`src/sv/qqt_pkg.sv`:
```
`timescale 1ns / 1ps

package qqt_pkg;

  localparam int unsigned IDX_W    = 7;
  localparam int unsigned QUAL_W   = 8;
  localparam int unsigned VAL_W    = 8;
  localparam int unsigned BASE_W   = 7;
  localparam int unsigned SCALE_W  = 13;
  localparam int unsigned PROD_W   = 20;
  localparam int unsigned LOW_W    = 15;
  localparam int unsigned RCP_W    = 13;
  localparam int unsigned QUO_W    = LOW_W + RCP_W;
  localparam int unsigned RCP_SH   = 19;

  localparam logic [QUAL_W-1:0]  QUAL_RESET  = 8'd50;
  localparam logic [QUAL_W-1:0]  QUAL_MID    = 8'd50;
  localparam logic [QUAL_W-1:0]  QUAL_MAX    = 8'd100;
  localparam logic [SCALE_W-1:0] SCALE_RESET = 13'd100;
  localparam logic [PROD_W-1:0]  ROUND_ADD   = 20'd50;
  // smallest product+rounding whose quotient by 100 exceeds 255
  localparam logic [PROD_W-1:0]  SAT_LIMIT   = 20'd25600;
  // ceil(2^19 / 100); exact for products below SAT_LIMIT
  localparam logic [RCP_W-1:0]   RCP_100     = 13'd5243;
  localparam logic [VAL_W-1:0]   VAL_MAX     = 8'd255;
  localparam logic [VAL_W-1:0]   VAL_MIN     = 8'd1;

  typedef logic [IDX_W-1:0]   idx_t;
  typedef logic [VAL_W-1:0]   val_t;
  typedef logic [QUAL_W-1:0]  qual_t;
  typedef logic [SCALE_W-1:0] scale_t;
  typedef logic [BASE_W-1:0]  base_t;

  // luma entries 0..63, chroma entries 64..127
  localparam base_t BASE_TAB [128] = '{
    7'd16, 7'd11, 7'd10, 7'd16, 7'd24, 7'd40, 7'd51, 7'd61,
    7'd12, 7'd12, 7'd14, 7'd19, 7'd26, 7'd58, 7'd60, 7'd55,
    7'd14, 7'd13, 7'd16, 7'd24, 7'd40, 7'd57, 7'd69, 7'd56,
    7'd14, 7'd17, 7'd22, 7'd29, 7'd51, 7'd87, 7'd80, 7'd62,
    7'd18, 7'd22, 7'd37, 7'd56, 7'd68, 7'd109, 7'd103, 7'd77,
    7'd24, 7'd35, 7'd55, 7'd64, 7'd81, 7'd104, 7'd113, 7'd92,
    7'd49, 7'd64, 7'd78, 7'd87, 7'd103, 7'd121, 7'd120, 7'd101,
    7'd72, 7'd92, 7'd95, 7'd98, 7'd112, 7'd100, 7'd103, 7'd99,
    7'd17, 7'd18, 7'd24, 7'd47, 7'd99, 7'd99, 7'd99, 7'd99,
    7'd18, 7'd21, 7'd26, 7'd66, 7'd99, 7'd99, 7'd99, 7'd99,
    7'd24, 7'd26, 7'd56, 7'd99, 7'd99, 7'd99, 7'd99, 7'd99,
    7'd47, 7'd66, 7'd99, 7'd99, 7'd99, 7'd99, 7'd99, 7'd99,
    7'd99, 7'd99, 7'd99, 7'd99, 7'd99, 7'd99, 7'd99, 7'd99,
    7'd99, 7'd99, 7'd99, 7'd99, 7'd99, 7'd99, 7'd99, 7'd99,
    7'd99, 7'd99, 7'd99, 7'd99, 7'd99, 7'd99, 7'd99, 7'd99,
    7'd99, 7'd99, 7'd99, 7'd99, 7'd99, 7'd99, 7'd99, 7'd99
  };

  // 5000 / q for q = 1..50; quality zero reads entry 0 as quality one
  localparam scale_t LOW_SCALE_TAB [64] = '{
    13'd5000, 13'd5000, 13'd2500, 13'd1666, 13'd1250, 13'd1000, 13'd833, 13'd714,
    13'd625,  13'd555,  13'd500,  13'd454,  13'd416,  13'd384,  13'd357, 13'd333,
    13'd312,  13'd294,  13'd277,  13'd263,  13'd250,  13'd238,  13'd227, 13'd217,
    13'd208,  13'd200,  13'd192,  13'd185,  13'd178,  13'd172,  13'd166, 13'd161,
    13'd156,  13'd151,  13'd147,  13'd142,  13'd138,  13'd135,  13'd131, 13'd128,
    13'd125,  13'd121,  13'd119,  13'd116,  13'd113,  13'd111,  13'd108, 13'd106,
    13'd104,  13'd102,  13'd100,  13'd100,  13'd100,  13'd100,  13'd100, 13'd100,
    13'd100,  13'd100,  13'd100,  13'd100,  13'd100,  13'd100,  13'd100, 13'd100
  };

  // Clamp quality to 1..100 and map it to the scale factor
  function automatic scale_t scale_of(input qual_t q);
    logic [QUAL_W-1:0] lin;
    scale_t            s;
    lin = 8'd200 - {q[QUAL_W-2:0], 1'b0};
    if (q > QUAL_MAX) begin
      s = '0;
    end else if (q > QUAL_MID) begin
      s = {{(SCALE_W-QUAL_W){1'b0}}, lin};
    end else begin
      s = LOW_SCALE_TAB[q[5:0]];
    end
    return s;
  endfunction

endpackage

```
`src/sv/qqt_in_if.sv`:
```
`timescale 1ns / 1ps

interface qqt_in_if;
  logic          valid;
  logic          ready;
  qqt_pkg::idx_t entry_index;

  modport source (output valid, output entry_index, input ready);
  modport sink   (input valid, input entry_index, output ready);
endinterface

```
`src/sv/qqt_out_if.sv`:
```
`timescale 1ns / 1ps

interface qqt_out_if;
  logic          valid;
  logic          ready;
  qqt_pkg::idx_t entry_out;
  qqt_pkg::val_t quant_value;

  modport source (output valid, output entry_out, output quant_value, input ready);
  modport sink   (input valid, input entry_out, input quant_value, output ready);
endinterface

```
`src/sv/qqt_scale.sv`:
```
`timescale 1ns / 1ps

module qqt_scale (
  input  logic             clk,
  input  logic             rst,
  input  logic             cfg_we,
  input  qqt_pkg::qual_t   cfg_data,
  output qqt_pkg::scale_t  scale
);

  // Store the scale factor in the same edge as the quality write
  always_ff @(posedge clk) begin
    if (rst) begin
      scale <= qqt_pkg::SCALE_RESET;
    end else if (cfg_we) begin
      scale <= qqt_pkg::scale_of(cfg_data);
    end
  end

endmodule

```
`src/sv/qqt_datapath.sv`:
```
`timescale 1ns / 1ps

module qqt_datapath (
  input  logic            clk,
  input  logic            rst,
  input  qqt_pkg::scale_t scale,
  qqt_in_if.sink          entry,
  qqt_out_if.source       result
);

  // stage valids
  logic s1_valid, s2_valid, s3_valid, s4_valid;
  logic s1_ready, s2_ready, s3_ready, s4_ready;

  // stage payloads
  qqt_pkg::idx_t                  s1_index, s2_index, s3_index, s4_index;
  qqt_pkg::base_t                 s1_base;
  qqt_pkg::scale_t                s1_scale;
  logic [qqt_pkg::PROD_W-1:0]     s2_prod;
  logic                           s3_sat;
  logic [qqt_pkg::QUO_W-1:0]      s3_quo;
  qqt_pkg::val_t                  s4_value;
  qqt_pkg::val_t                  s4_value_next;
  logic [qqt_pkg::PROD_W-1:0]     prod_next;
  logic [qqt_pkg::QUO_W-1:0]      quo_next;

  // Each stage takes a request when empty or when its successor moves
  assign s4_ready = !s4_valid || result.ready;
  assign s3_ready = !s3_valid || s4_ready;
  assign s2_ready = !s2_valid || s3_ready;
  assign s1_ready = !s1_valid || s2_ready;
  assign entry.ready = s1_ready;

  // Stage 1: look up the base entry, capture the scale
  always_ff @(posedge clk) begin
    if (rst) begin
      s1_valid <= 1'b0;
    end else if (s1_ready) begin
      s1_valid <= entry.valid;
    end
  end

  always_ff @(posedge clk) begin
    if (s1_ready && entry.valid) begin
      s1_index <= entry.entry_index;
      s1_base  <= qqt_pkg::BASE_TAB[entry.entry_index];
      s1_scale <= scale;
    end
  end

  // Stage 2: base * scale plus rounding, at full product width
  assign prod_next = qqt_pkg::PROD_W'(s1_base) * qqt_pkg::PROD_W'(s1_scale)
                     + qqt_pkg::ROUND_ADD;

  always_ff @(posedge clk) begin
    if (rst) begin
      s2_valid <= 1'b0;
    end else if (s2_ready) begin
      s2_valid <= s1_valid;
    end
  end

  always_ff @(posedge clk) begin
    if (s2_ready && s1_valid) begin
      s2_index <= s1_index;
      s2_prod  <= prod_next;
    end
  end

  // Stage 3: flag saturation, multiply the low part by the reciprocal of 100
  assign quo_next = s2_prod[qqt_pkg::LOW_W-1:0] * qqt_pkg::RCP_100;

  always_ff @(posedge clk) begin
    if (rst) begin
      s3_valid <= 1'b0;
    end else if (s3_ready) begin
      s3_valid <= s2_valid;
    end
  end

  always_ff @(posedge clk) begin
    if (s3_ready && s2_valid) begin
      s3_index <= s2_index;
      s3_sat   <= (s2_prod >= qqt_pkg::SAT_LIMIT);
      s3_quo   <= quo_next;
    end
  end

  // Stage 4: take the quotient, clamp to 1..255
  always_comb begin
    if (s3_sat) begin
      s4_value_next = qqt_pkg::VAL_MAX;
    end else if (s3_quo[qqt_pkg::RCP_SH +: qqt_pkg::VAL_W] == '0) begin
      s4_value_next = qqt_pkg::VAL_MIN;
    end else begin
      s4_value_next = s3_quo[qqt_pkg::RCP_SH +: qqt_pkg::VAL_W];
    end
  end

  always_ff @(posedge clk) begin
    if (rst) begin
      s4_valid <= 1'b0;
    end else if (s4_ready) begin
      s4_valid <= s3_valid;
    end
  end

  always_ff @(posedge clk) begin
    if (s4_ready && s3_valid) begin
      s4_index <= s3_index;
      s4_value <= s4_value_next;
    end
  end

  assign result.valid       = s4_valid;
  assign result.entry_out   = s4_index;
  assign result.quant_value = s4_value;

  // Checks
  a_value_nonzero: assert property (@(posedge clk) disable iff (rst)
    s4_valid |-> s4_value != '0)
    else $error("result value is zero");

  a_sat_to_max: assert property (@(posedge clk) disable iff (rst)
    (s3_valid && s3_sat && s4_ready) |=> s4_value == qqt_pkg::VAL_MAX)
    else $error("saturated request did not give the maximum value");

  a_prod_floor: assert property (@(posedge clk) disable iff (rst)
    s2_valid |-> s2_prod >= qqt_pkg::ROUND_ADD)
    else $error("product lost its rounding term");

  a_s1_hold: assert property (@(posedge clk) disable iff (rst)
    (s1_valid && !s2_ready) |=> (s1_valid && $stable(s1_index) && $stable(s1_base)))
    else $error("stage 1 request changed while stalled");

endmodule

```
`src/sv/jpeg_quality_quant_table_gen_unit.sv`:
```
`timescale 1ns / 1ps
// Channel   Dir  Handshake     Payload
// entry     in   valid/ready   entry_index [6:0]
// result    out  valid/ready   entry_out [6:0], quant_value [7:0]
// cfg       in   cfg_we        cfg_data [7:0] (quality)
//
// Four register stages: table lookup, multiply-add, reciprocal multiply,
// clamp into the output register. One request per cycle while result is not stalled.
// Synchronous reset clears stage valids and sets the scale to that of quality 50.
// A stall on result backs up stage by stage; empty stages still fill.
// The scale is derived at the quality write, so write only while idle.

module jpeg_quality_quant_table_gen_unit (
  input  logic           clk,
  input  logic           rst,
  input  logic           cfg_we,
  input  qqt_pkg::qual_t cfg_data,
  qqt_in_if.sink         entry,
  qqt_out_if.source      result
);

  qqt_pkg::scale_t scale;

  qqt_scale u_scale (
    .clk      (clk),
    .rst      (rst),
    .cfg_we   (cfg_we),
    .cfg_data (cfg_data),
    .scale    (scale)
  );

  qqt_datapath u_datapath (
    .clk    (clk),
    .rst    (rst),
    .scale  (scale),
    .entry  (entry),
    .result (result)
  );

endmodule
```
`src/flat_wrapper.sv`:
```
// flat-port wrapper written by rule: the top's interface ports become plain ports
module jpeg_quality_quant_table_gen_unit_flat 
  (clk, rst, cfg_we, cfg_data, entry_valid, entry_entry_index, entry_ready, result_valid, result_entry_out, result_quant_value, result_ready);
  qqt_in_if entry_i ();
  qqt_out_if result_i ();
  input  logic clk;
  input  logic rst;
  input  logic cfg_we;
  input  qqt_pkg::qual_t cfg_data;
  input wire logic [$bits(entry_i.valid)-1:0] entry_valid;
  input wire logic [$bits(entry_i.entry_index)-1:0] entry_entry_index;
  output wire logic [$bits(entry_i.ready)-1:0] entry_ready;
  output wire logic [$bits(result_i.valid)-1:0] result_valid;
  output wire logic [$bits(result_i.entry_out)-1:0] result_entry_out;
  output wire logic [$bits(result_i.quant_value)-1:0] result_quant_value;
  input wire logic [$bits(result_i.ready)-1:0] result_ready;
  assign entry_i.valid = entry_valid;
  assign entry_i.entry_index = entry_entry_index;
  assign entry_ready = entry_i.ready;
  assign result_valid = result_i.valid;
  assign result_entry_out = result_i.entry_out;
  assign result_quant_value = result_i.quant_value;
  assign result_i.ready = result_ready;
  jpeg_quality_quant_table_gen_unit u_core (.clk(clk), .rst(rst), .cfg_we(cfg_we), .cfg_data(cfg_data), .entry(entry_i), .result(result_i));
endmodule
```
`config.mk`:
```
export PLATFORM = sky130hd
export DESIGN_NAME = jpeg_quality_quant_table_gen_unit_flat
export DESIGN_NICKNAME = d
export VERILOG_FILES = /design/src/sv/qqt_pkg.sv /design/src/sv/qqt_in_if.sv /design/src/sv/qqt_out_if.sv /design/src/sv/qqt_scale.sv /design/src/sv/qqt_datapath.sv /design/src/sv/jpeg_quality_quant_table_gen_unit.sv /design/src/flat_wrapper.sv
export SDC_FILE = /design/constraint.sdc
export NUM_CORES = 1
export LEC_CHECK = 0
export BUFFER_PORTS_ARGS = -buffer_cell sky130_fd_sc_hd__buf_4
export CORE_MARGIN = 2
export CORE_UTILIZATION = 29
export CTS_CLUSTER_DIAMETER = 150
export DETAILED_ROUTE_END_ITERATION = 10
export PLACE_DENSITY = 0.43
export SLEW_MARGIN = 40
export SYNTH_ARGS = -nofsm -noshare
export SYNTH_HDL_FRONTEND = slang
export SYNTH_SLANG_ARGS = --single-unit
```
`constraint.sdc`:
```
create_clock -name clk -period 8.7 [get_ports clk]
set_clock_uncertainty 0.1 [all_clocks]
set_input_delay 1.74 -clock clk [delete_from_list [all_inputs] [get_ports clk]]
set_output_delay 1.74 -clock clk [all_outputs]
set_load 0.03 [all_outputs]
```
; ---- After elaboration in Yosys (flattened, before gate mapping)
; Memory sizes are Yosys's and may differ from the RTL's. A register that Yosys moved wholly into a read port is not among the register bits.
; Cells that the tools add are included.
[totals]
n_memories = 2
romBits = 1728
input_bits = 20
out_inout_bits = 17
wordCells = 46
reg_bits = 114
[op_classes]
addsub = 2
bitwise = 2
n_mul = 2
mux = 5
n_reduce_logical = 14
order_cmp = 4
[memory_table]
columns = name, depth, word_bits, read_ports, rd_clocked_by_memory_dff, write_ports, line
row1 = (no name shown), 128, 7, 1, 1, 0, qqt_datapath.sv:46  ; s1_base <= qqt_pkg::BASE_TAB[entry.entry_index];
row2 = (no name shown), 64, 13, 1, 0, 0, qqt_pkg.sv:76  ; s = LOW_SCALE_TAB[q[5:0]];
[ops]
columns = operator, n
row1 = $mux W13, 4
row2 = $mul A15 B13 Y27 const B, 1
row3 = $add A20 B6 Y20 const B, 1
row4 = $ge A20 B15 Y1 const B, 1
row5 = $mul A7 B13 Y20, 1
row6 = $gt A8 B6 Y1 const B, 1
row7 = $gt A8 B7 Y1 const B, 1
row8 = $logic_not A8 Y1, 1
row9 = $mux W8, 1
row10 = $not A7 Y8, 1
row11 = $sub A8 B8 Y8 const A, 1
row12 = $ge A7 B7 Y1 const B, 1
row13 = $not A6 Y7, 1
row14 = $logic_and A1 B1 Y1, 4
row15 = $logic_not A1 Y1, 4
row16 = $logic_or A1 B1 Y1, 4
row17 = $reduce_or A2 Y1, 1

; ---- Logic depth before layout (Yosys ltp)
[logic_depth]
word_depth = 6
depth_mapped = 18
ltp_nobuf = 18

; ---- By module
; Synthesis repeated with hierarchy kept, for this count alone.
[hier_totals]
hier_cells = 1188
hier_area_um2 = 11877.6
[modules_own_cells]
columns = mod, area_each_um2, n_inst, seq_area_each_um2, cells_each
row1 = qqt_datapath, 10328.7, 1, 2632.5, 983
row2 = qqt_scale, 1549.0, 1, 260.2, 205

; ---- Worst setup path before layout
; Ideal clock, no wire load.
[synth_timing]
path_kind = register to register
start = reg u_core.u_datapath.s2_prod[12] (netlist bit)
end = reg u_core.u_datapath.s3_quo[26] (netlist bit), data pin
setup_time_ps = 260
stages_incl_launch_ff = 19
slack_ps = 3750
arrival_ps = 4590
period_less_slack_ps = 4950
cell_sequence = edfxtp_1 -> fa_1 -> ha_1 -> inv_1 -> fa_1 -> inv_1 -> fa_1 -> inv_1 -> fa_1 -> inv_1 -> ha_1 -> a2111oi_0 -> o21ai_0 -> o21ai_0 -> nand3_1 -> o311ai_2 -> a21oi_1 -> a21oi_1 -> xnor2_1
[synth_between]
elab_chain_cells = 1
[synth_rtl]
columns = item, line
row1 = start: declaration, qqt_datapath.sv:19  ; logic [qqt_pkg::PROD_W-1:0] s2_prod;
row2 = start signal: assignment, qqt_datapath.sv:66  ; s2_prod <= prod_next;
row3 = $mul A15 B13 Y27, qqt_datapath.sv:71  ; assign quo_next = s2_prod[qqt_pkg::LOW_W-1:0] * qqt_pkg::RCP_100;
row4 = "named net u_core.u_datapath.quo_next, one bit", qqt_datapath.sv:25  ; logic [qqt_pkg::QUO_W-1:0] quo_next;
row5 = end signal: assignment, qqt_datapath.sv:85  ; s3_quo <= quo_next;
row6 = end: declaration, qqt_datapath.sv:21  ; logic [qqt_pkg::QUO_W-1:0] s3_quo;
; The timed path passes the listed nets, and every way through them passes these cells.
; A chain may end at the register's enable or synchronous reset.

; ---- Final worst setup path
; Ends and elaborated chain as after synthesis.

==> results.cfg <==
[status]
outcome = finished clean

[setup_path]
end_kind = register
endpoint = u_core.u_datapath.s3_quo[26]
r2r_end = u_core.u_datapath.s3_quo[26]
worstPathMaxFanout = 9
critical_path_class = reg2reg
reg2reg_from = u_core.u_datapath.s2_prod[12]
r2r_slack_ns = 3.34
critPathLaunchType = register
setup.worst_path.start = u_core.u_datapath.s2_prod[12]
crit_arrival_ns = 5.37
required_ns = 8.71
reg2regPathDepth = 18

[clock_tree]
cts_tree = yes
cts-htree-levels = 3
clock_sink_count = 102
cts-buffers-inserted = 9
cts_buffer_depth = 2
clk_latency_ns = 0.36
post-cts-setup-buffer-count = 0
post_cts_resized = 0
clk_pin_slew_ns = 0.07
root_buffer = clkbuf_16
hold_buffers = 0

[synth]
syn_inst = 1170
synth_flop_cell = edfxtp_1
synth_seq_area_share_pct = 25.0
syn_area_sq_um = 11600
synth_top_cell_by_area = edfxtp_1
synth_cell_type_count = 62
synth_top_area_share_pct = 22.0
synth.area.top_cells = edfxtp_1, fa_1, ha_1
synth_seq_cells = 102
synth-async-reset-ratio_pct = 0
synth-edff-count = 85
synth_fp_nets = 1482
avgSynthCellArea_sq_um = 9.91
synth_warnings = 0

[global_routing]
grt_max_degree = 48
antenna_found_initial = 0
track_usage_pct = 12.8
grt_pass1_wl_um = 42800
overflow = 0
grt_pass1_vias = 8314

[detailed_routing]
detail_route.wl_per_cell_um = 14.6
top_layer = met4
wl_met1_um = 11800
drt_iter0_markers = 245
met3_length_um = 489
dr_wl_met2_um = 12200
via_count = 7729
ant_nets = 0
vias_per_cell = 4.53
drc = 0
routed_wl_um = 24900
firstDrtPassIters = 4

[die]
initial_core_util_pct = 29.2
die_h_um = 204
io_pins = 37
dieWidth_um = 204
core_sq_um = 39600
dieArea_sq_um = 41600
num_rows = 73

[layout]
n_fill_cell = 4187
num_antenna_cells = 0
final_common_cell = inv_1
post-route-util_pct = 32.0
stdcell_count = 1707
area_growth_pct = 9.57
drive_gt1_share_pct = 6.68
layout_common_cells = inv_1, ha_1, fa_1, edfxtp_1
final_nets = 1489

[run]
maxCapViolCount = 0

[sta]
setup_viol = 0
post-route-min-period_ns = 5.36
worst_pin_slew_ns = 0.740
rsz0062_at_grt = no
slew_headroom_pct = 50.6
finalHoldViolations = 0
fmax_ghz = 0.187
finalSetupTns_ns = 0
min_period_over_period_pct = 61.6
slew_violations = 0

[placed_design]
io_buffers = 36
post-dp-hpwl_um = 20100
gp_congestion = 0.818
dp.cells = 1691

[worst_hold_path]
hp-class = reg2reg
==> cell type report <==
class	count	area (sq um)	area share, %
sequential	102	2890	22.8
timing repair buffer	38	285	2.25
inverter	223	837	6.59
multi-input combinational	803	7730	60.9
tap	525	657	5.17
clock inverter	5	42.5	0.335
clock buffer	11	254	2.00
==> cells in the mapped netlist (5+ instances only) <==
cell / instances
clkbuf_1: 29
nand2b_1: 8
nand3_1: 6
nor2_1: 51
fa_1: 126
nand4_1: 8
o211ai_1: 15
mux2i_1: 8
a31oi_1: 10
xor2_1: 8
or2_2: 7
edfxtp_1: 85
nor2b_1: 11
nor3_1: 10
xnor2_1: 23
ha_1: 166
o22ai_1: 5
dfxtp_1: 17
buf_1: 7
buf_2: 5
nand2_1: 71
inv_1: 223
a21oi_1: 63
o21ai_0: 55
a21o_1: 9
and2_1: 71
a211oi_1: 9
==> worst max-delay path: stages, from the launching register on <==
cell	delay, ns
edfxtp_1	0.65
fa_1	0.50
ha_1	0.28
inv_1	0.05
fa_1	0.52
inv_1	0.05
fa_1	0.48
inv_1	0.05
fa_1	0.47
inv_1	0.04
ha_1	0.31
a2111oi_0	0.39
o21ai_0	0.15
o21ai_0	0.11
nand3_1	0.21
o311ai_2	0.32
a21oi_1	0.15
a21oi_1	0.20
xnor2_1	0.08
==> per-stage QoR <==
| stage | cell area [sq um] | hold WS (ns) | worst slack, ns |
|---|---|---|---|
| floorplan | 11600 | 0.300 | 3.75 |
| global placement | 12400 | 0.304 | 3.47 |
| detailed placement | 12400 | 0.305 | 3.32 |
| CTS | 12700 | 0.322 | 3.29 |
| global route | 12700 | 0.327 | 3.02 |
| finish | 12700 | 0.320 | 3.34 |
==> metal layers <==
| layer | up-vias | GRT usage (%) |
|---|---|---|
| met4 | 0 | 2.90 |
| met3 | 20 | 1.64 |
| met5 | - | 0 |
| met1 | 3725 | 17.0 |
| li1 | 3905 | - |
| met2 | 79 | 22.1 |
==> flip-flops by register name (all words and copies together), names as in the netlist <==
| signal | count |
|---|---|
| u_core.u_datapath.s2_index | 7 |
| u_core.u_datapath.s1_index | 7 |
| u_core.u_datapath.s1_valid | 1 |
| u_core.u_datapath.s1_base | 7 |
| u_core.u_datapath.s3_quo | 8 |
| u_core.u_datapath.s2_prod | 20 |
| u_core.u_datapath.result.valid | 1 |
| u_core.u_datapath.result.quant_value | 8 |
| u_core.u_scale.scale | 13 |
| u_core.u_datapath.s3_index | 7 |
| u_core.u_datapath.s3_sat | 1 |
| u_core.u_datapath.result.entry_out | 7 |
| u_core.u_datapath.s1_scale | 13 |
| u_core.u_datapath.s2_valid | 1 |
| u_core.u_datapath.s3_valid | 1 |
==> kinds of logic (layout without fill, tap and decap cells) <==
kind of cell	Yosys count	count (layout)	share of synthesized area, %
compound gates	209	209	11.5
xor+xnor	31	31	2.34
fa+ha+maj	292	292	39.7
buf+inv	265	277	8.70
flops	102	102	25.0
mux	13	13	1.47
simple gates	258	258	11.3
==> worst min path at each step <==
stage	start	cells past startpoint	endpoint	slack (ns)
global route	u_core.u_datapath.s3_index[0]	0	u_core.u_datapath.result.entry_out[0]	0.33
floorplan	u_core.u_datapath.s3_index[0]	0	u_core.u_datapath.result.entry_out[0]	0.30
CTS	u_core.u_datapath.s1_index[2]	0	u_core.u_datapath.s2_index[2]	0.32
global placement	u_core.u_datapath.s3_index[2]	0	u_core.u_datapath.result.entry_out[2]	0.30
finish	u_core.u_datapath.s2_index[5]	0	u_core.u_datapath.s3_index[5]	0.32
detailed placement	u_core.u_datapath.s1_index[2]	0	u_core.u_datapath.s2_index[2]	0.30
Power is not shown: default switching activity piles up to over one toggle a cycle in this logic, so the estimate is an artifact.
